$ cat config.mk
export PLATFORM = sky130hd
export DESIGN_NAME = mt_seeder
export DESIGN_NICKNAME = d
export VERILOG_FILES = /design/src/mt_pkg.sv /design/src/mt_seeder.sv
export SDC_FILE = /design/constraint.sdc
export NUM_CORES = 1
export LEC_CHECK = 0
export ABC_AREA = 1
export BUFFER_PORTS_ARGS = -buffer_cell sky130_fd_sc_hd__clkbuf_2
export CAP_MARGIN = 5
export CORE_UTILIZATION = 35
export DETAILED_ROUTE_END_ITERATION = 10
export HOLD_SLACK_MARGIN = 0.05
export PLACE_DENSITY = 0.57
export SYNTH_ARGS = -nofsm -noshare
export SYNTH_HDL_FRONTEND = slang
export SYNTH_SLANG_ARGS = --single-unit
$ cat constraint.sdc
create_clock -name clk -period 9.3 [get_ports clk]
set_clock_uncertainty 0.2 [all_clocks]
set_input_delay 1.86 -clock clk [delete_from_list [all_inputs] [get_ports clk]]
set_output_delay 1.86 -clock clk [all_outputs]
set_load 0.05 [all_outputs]
$ cat src/mt_pkg.sv
`default_nettype none

package mt_pkg;

  localparam int STATE_WORDS  = 624;
  localparam int SHIFT_OFFSET = 397;
  localparam int WORD_W       = 32;
  localparam int IDX_W        = 10;

  typedef logic [WORD_W-1:0] word_t;
  typedef logic [IDX_W-1:0]  idx_t;

  localparam word_t TWIST_MATRIX = 32'h9908_b0df;
  localparam word_t HIGH_BIT     = 32'h8000_0000;
  localparam word_t LOW_BITS     = 32'h7fff_ffff;
  localparam word_t KNUTH_MULT   = 32'd1812433253;
  localparam word_t DEFAULT_SEED = 32'd5489;
  localparam word_t ALL_ONES     = 32'hffff_ffff;
  localparam word_t TEMPER_B     = 32'h9d2c_5680;
  localparam word_t TEMPER_C     = 32'hefc6_0000;

  // Status of the seeding sequencer
  typedef struct packed {
    logic busy;
    logic last;
  } seed_status_t;

  // Fixed taps of the state chain
  typedef struct packed {
    word_t first;
    word_t second;
    word_t far;
    word_t last;
  } chain_taps_t;

  // Twist recurrence for one word
  function automatic word_t mt_mix(input word_t cur, input word_t nxt, input word_t far);
    word_t y;
    word_t v;
    y = (cur & HIGH_BIT) | (nxt & LOW_BITS);
    v = far ^ (y >> 1);
    if (y[0]) begin
      v = v ^ TWIST_MATRIX;
    end
    return v;
  endfunction

  // Output tempering
  function automatic word_t mt_temper(input word_t w);
    word_t y;
    y = w;
    y = y ^ (y >> 11);
    y = y ^ ((y << 7) & TEMPER_B);
    y = y ^ ((y << 15) & TEMPER_C);
    y = y ^ (y >> 18);
    return y;
  endfunction

endpackage

`default_nettype wire

$ cat src/mt_seeder.sv
`default_nettype none

module mt_seeder
  import mt_pkg::*;
(
  input  wire logic  clk,
  input  wire logic  rst_n,
  input  wire logic  start,
  input  wire word_t seed,
  input  wire word_t prev_word,
  output word_t      push_word,
  output seed_status_t status
);

  logic  busy_r, busy_nxt;
  idx_t  cnt_r, cnt_nxt;
  word_t seed_eff;
  word_t folded;
  word_t prod;

  // Swap an all-ones seed for the default
  assign seed_eff = (seed == ALL_ONES) ? DEFAULT_SEED : seed;

  // Knuth recurrence on the last pushed word
  assign folded    = prev_word ^ (prev_word >> 30);
  assign prod      = KNUTH_MULT * folded;
  assign push_word = (cnt_r == '0) ? seed_eff : prod + WORD_W'(cnt_r);

  assign status.busy = busy_r;
  assign status.last = busy_r && (cnt_r == IDX_W'(STATE_WORDS - 1));

  // Advance the word counter while seeding
  always_comb begin
    busy_nxt = busy_r;
    cnt_nxt  = cnt_r;
    if (start) begin
      busy_nxt = 1'b1;
      cnt_nxt  = '0;
    end else if (busy_r) begin
      cnt_nxt = cnt_r + 1'b1;
      if (status.last) begin
        busy_nxt = 1'b0;
      end
    end
  end

  always_ff @(posedge clk) begin
    if (!rst_n) begin
      busy_r <= 1'b0;
      cnt_r  <= '0;
    end else begin
      busy_r <= busy_nxt;
      cnt_r  <= cnt_nxt;
    end
  end

endmodule

`default_nettype wire

==> results_dict.tcl, run 1 <==
set metrics [dict create \
    status "finished with violations" \
    violations "setup timing" \
    hold_class "flip-flop to flip-flop" \
    yosysTopAreaCellShare_pct 30.7 \
    timing.fmax_ghz 0.107 \
    tns_ns -0.110 \
    clkTransAtPathRegs_ns 0.04 \
    synth-edff-count 0 \
    grt_pass1_vias 9043 \
    instances_no_fill 1810 \
    ys.flop_type "dfxtp_1" \
    ant_nets 0 \
    crit_family "adder cells" \
    grt_usage_pct 20.4 \
    drive_above_1_share_pct 29.2 \
    seq_area_sq_um 220 \
    coreArea_sq_um 27900 \
    period_needed_ns 9.34 \
    syn_avg_cell_area_sq_um 8.17 \
    cp-start-kind "primary input" \
    overflow 0 \
    synth_cells 1220 \
    die_x_microns 171 \
    num_rows 61 \
    fillers 2769 \
    crit_required_ns 7.24 \
    drv_cap 0 \
    design.portCount 101 \
    syn_area_sq_um 9970 \
    clockRootBuffer "clkbuf_16" \
    place.gp.congestion 0.897 \
    yosys-top-cells-count "325 x inv_1, 239 x ha_1, 167 x nand2_1, 153 x fa_1, 60 x nand3_1" \
    cts_buffers 3 \
    slew_headroom_pct 40.0 \
    syn-num-nets 1679 \
    syn2layout_area_growth_pct 32.5 \
    setup_viol 4 \
    clock_latency_ns 0.24 \
    synth.distinct_cells 42 \
    slowest_stage "fa_1" \
    clkSinkCount 11 \
    htree_levels 1 \
    grt_max_degree 23 \
    placedCellCount 1794 \
    synth_area_leaders "fa_1 31%, ha_1 30%, inv_1 12%, nand2_1 6.3%, nand3_1 3.0%" \
    post-route-period-util_pct 100 \
    cts_tree "built" \
    worst_slack_ns -0.0433 \
    yosysSeqAreaShare_pct 2.21 \
    yosysMostFrequentCell "inv_1" \
    start_util_pct 35.7 \
    drt-total-wl_microns 28200 \
    cpPeakStageDelay_ns 0.50 \
    busiest_layer "met2" \
    met3_usage_pct 0.810 \
    avgViaCountPerCell 4.74 \
    yosys_warnings 0 \
    use_met1_pct 27.0 \
    pre_cts_slack_ns -0.433 \
    async_reset_ff_share_pct 0 \
    vias 8578 \
    cp_max_fo 4 \
    die-area_sq_um 29200 \
    die_h_microns 171 \
    drt_iter0_drc 371 \
    crit_type "primary input to primary output" \
    drv_slew 0 \
    post-dp-hpwl_microns 25100 \
    antenna_cells 0 \
    portBuffers 100 \
    end_kind "primary output" \
    worst_slew_pin_slew_ns 0.893 \
    drtPass1Iterations 7 \
    multiInputGateArea_sq_um 9530 \
    use_met2_pct 37.9 \
    final_cell_area_sq_um 13200 \
    place_area_sq_um 11900 \
    drc 0 \
    hold_viol 0 \
    critPathBufInv 10 \
    ys_ff_latch 11 \
    cts_buffer_depth 2 \
    rsz0062_at_grt "yes" \
    grt_pass1_wl_microns 46200 \
    wl_per_cell_microns 15.6 \
    antenna_found_initial 0 \
    synth.largest_area_cell "fa_1" \
    arrival_ns 7.28 \
    num-nets-final 1892 \
]
metal layers:
layer	routed length [microns]	up-vias
li1	-	4249
met1	12900	4182
met2	14300	131
met3	768	16
met4	192	0
met5	0	-
cell usage in the layout, fill, tap and decap left out, drive strengths merged, types with 8 or more instances in the layout:
cell type	netlist	routed
nand4	15	15
xnor2	15	15
clkbuf	2	79
or2	8	8
nand3	60	60
xor2	14	14
inv	335	335
fa	153	153
nor3	17	17
nand2	167	167
o21ai	36	36
buf	3	137
nor2	54	54
ha	239	239
dfxtp	11	11
a21oi	60	60
per-stage QoR:
step,hold slack [ns],util (%)
after global routing,0.381,47.3
after floorplan,0.286,-
after CTS,0.344,45.3
after global placement,0.327,42.5
after detailed placement,0.339,42.5
final,0.340,47.3
what timing repair did:
item / 4_1_cts / 5_1_grt
buffers inserted: 7 / 5
hold buffers: 0 / 0
pin swaps: 41 / 52
endpoints found under the setup margin: 17 / 21
gates resized for setup: 145 / 125
worst register-to-register path, stage by stage (launching register included):
cell and delay (ns):
dfxtp_1 0.45, inv_1 0.11, nor3_2 0.19, nand2_1 0.08, nor2_1 0.16, inv_2 0.05, nor2_1 0.12, inv_2 0.05
nor2_1 0.12, inv_1 0.07, nor3_1 0.13, nor3_1 0.06
kinds of logic after synthesis:
group	Yosys count	synth area share [%]
buf+inv	340	12.9
flops	11	2.21
simple gates	328	14.7
xor+xnor	29	2.55
compound gates	120	6.94
fa+ha+maj	392	60.7
worst paths after layout:
path	from	end	slack, ns	cells after the start
max	prev_word[0]	push_word[22]	-0.04	29
min	cnt_r[0]$_SDFFE_PP0P_	cnt_r[0]$_SDFFE_PP0P_	0.34	2
min reg2reg	cnt_r[0]$_SDFFE_PP0P_	cnt_r[0]$_SDFFE_PP0P_	0.34	2
max reg2reg	cnt_r[2]$_SDFFE_PP0P_	cnt_r[9]$_SDFFE_PP0P_	7.40	11
registers in the layout (all words and copies together) (netlist names):
register / count
busy_r: 1
cnt_r: 10
final cells by class:
class / instances / area share, %
flip-flops and latches: 11 / 1.67
repair buffers: 213 / 12.4
clock inverters: 1 / 0.0379
multi-input cells: 869 / 72.2
inverters: 335 / 9.57
clock buffers: 3 / 0.568
well taps: 378 / 3.58
Power of run 1 is left out: the tool's default activity adds up to more than one toggle a clock period on the data nets, which glitch-free logic cannot reach.
==> inputs of run 2 (changes only) <==
Settings changed: CTS_BUF_LIST set to sky130_fd_sc_hd__clkbuf_4.
==> run 2 against run 1 <==
The flow still finishes with violations (setup timing). Register-to-register slack improved by 0.02 ns. First-iteration DRC count grew 4.0%. Flip-flop and latch count did not move. Hold slack improved by 0.0031 ns. Critical path type unchanged.
==> results_dict.tcl, run 2 (same netlist as run 1, synthesis figures left out) <==
set metrics [dict create \
    status "finished with violations" \
    violations "setup timing" \
    pre_cts_slack_ns -0.433 \
    final_cell_area_sq_um 13200 \
    clock_latency_ns 0.27 \
    cp_max_fo 4 \
    crit_required_ns 7.24 \
    end_kind "primary output" \
    post-dp-hpwl_microns 25100 \
    cts_buffers 3 \
    drc 0 \
    syn2layout_area_growth_pct 32.0 \
    drt_iter0_drc 386 \
    antenna_cells 0 \
    vias 8601 \
    hold_class "flip-flop to flip-flop" \
    coreArea_sq_um 27900 \
    wl_per_cell_microns 15.6 \
    portBuffers 100 \
    die_x_microns 171 \
    post-route-period-util_pct 100 \
    cts_buffer_depth 2 \
    period_needed_ns 9.34 \
    slowest_stage "fa_1" \
    ant_nets 0 \
    num-nets-final 1892 \
    grt_max_degree 23 \
    num_rows 61 \
    avgViaCountPerCell 4.75 \
    top_regs "cnt_r: 10 flops, busy_r: 1 flops" \
    place_area_sq_um 11900 \
    grt_pass1_wl_microns 46100 \
    final_cell_mix "306 x inv_1, 202 x ha_1, 149 x fa_1, 143 x nand2_1, 101 x buf_4" \
    r2r_slack_ns 7.42 \
    seq_area_sq_um 220 \
    largest_reg_flops 10 \
    drv_slew 0 \
    design.portCount 101 \
    die_h_microns 171 \
    grt_usage_pct 20.4 \
    final_common_cell "inv_1" \
    fillers 2774 \
    setup_viol 4 \
    overflow 0 \
    crit_type "primary input to primary output" \
    grt_pass1_vias 9021 \
    clkSinkCount 11 \
    drt-total-wl_microns 28200 \
    cpPeakStageDelay_ns 0.50 \
    drive_above_1_share_pct 29.2 \
    clockRootBuffer "clkbuf_4" \
    arrival_ns 7.28 \
    start_util_pct 35.7 \
    timing.fmax_ghz 0.107 \
    hold_slack_ns 0.343 \
    die-area_sq_um 29200 \
    hold_viol 0 \
    clkTransAtPathRegs_ns 0.07 \
    place.gp.congestion 0.897 \
    rsz0062_at_grt "yes" \
    antenna_found_initial 0 \
    drv_cap 0 \
    drtPass1Iterations 5 \
    worst_slack_ns -0.0449 \
    cp-start-kind "primary input" \
    slew_headroom_pct 40.2 \
    worst_slew_pin_slew_ns 0.890 \
    cts_tree "built" \
    multiInputGateArea_sq_um 9530 \
    htree_levels 1 \
    top_register "cnt_r" \
]
## run 2: worst paths after layout
path | start | to | cells past startpoint
max | prev_word[0] | push_word[22] | 29
min | cnt_r[0]$_SDFFE_PP0P_ | cnt_r[0]$_SDFFE_PP0P_ | 2
min reg2reg | cnt_r[0]$_SDFFE_PP0P_ | cnt_r[0]$_SDFFE_PP0P_ | 2
max reg2reg | cnt_r[2]$_SDFFE_PP0P_ | cnt_r[9]$_SDFFE_PP0P_ | 11
## run 2: critical path, delay by kind of cell
| kind | cells | cell delay [ns] |
|---|---|---|
| simple gates | 6 | 0.76 |
| compound gates | 2 | 0.26 |
| buf+inv | 10 | 0.84 |
| xor+xnor | 2 | 0.25 |
| fa+ha+maj | 9 | 3.32 |
## run 2: per-stage QoR
step,std cells,util [%],TNS (ns)
2_1_floorplan,1220,-,-0.0121
3_3_place_gp,1794,42.5,-3.78
3_5_place_dp,1794,42.5,-4.50
4_1_cts,1805,45.1,-0.430
5_1_grt,1810,47.1,-2.32
6_report,1810,47.1,-0.104
## run 2: final cells by class
type	count	area share, %
clock buffer	3	0.171
clock inverter	1	0.0380
inverter	335	9.61
multi-input combinational	869	72.5
sequential	11	1.67
tap	378	3.59
timing repair buffer	213	12.5
## run 2: routing by layer
| metal | vias up | GRT usage (%) | share of wire, % |
|---|---|---|---|
| met5 | - | 0 | 0 |
| met4 | 0 | 1.68 | 0.61 |
| met3 | 14 | 0.810 | 2.9 |
| met2 | 140 | 37.9 | 51 |
| met1 | 4191 | 26.9 | 46 |
| li1 | 4256 | - | - |
## run 2: what timing repair did
item / 4_1_cts / 5_1_grt
resized for setup: 145 / 125
setup buffers: 7 / 5
hold buffers: 0 / 0
pin swaps: 41 / 52
endpoints found under the setup margin: 17 / 21
Power of run 2 is left out for the same reason.
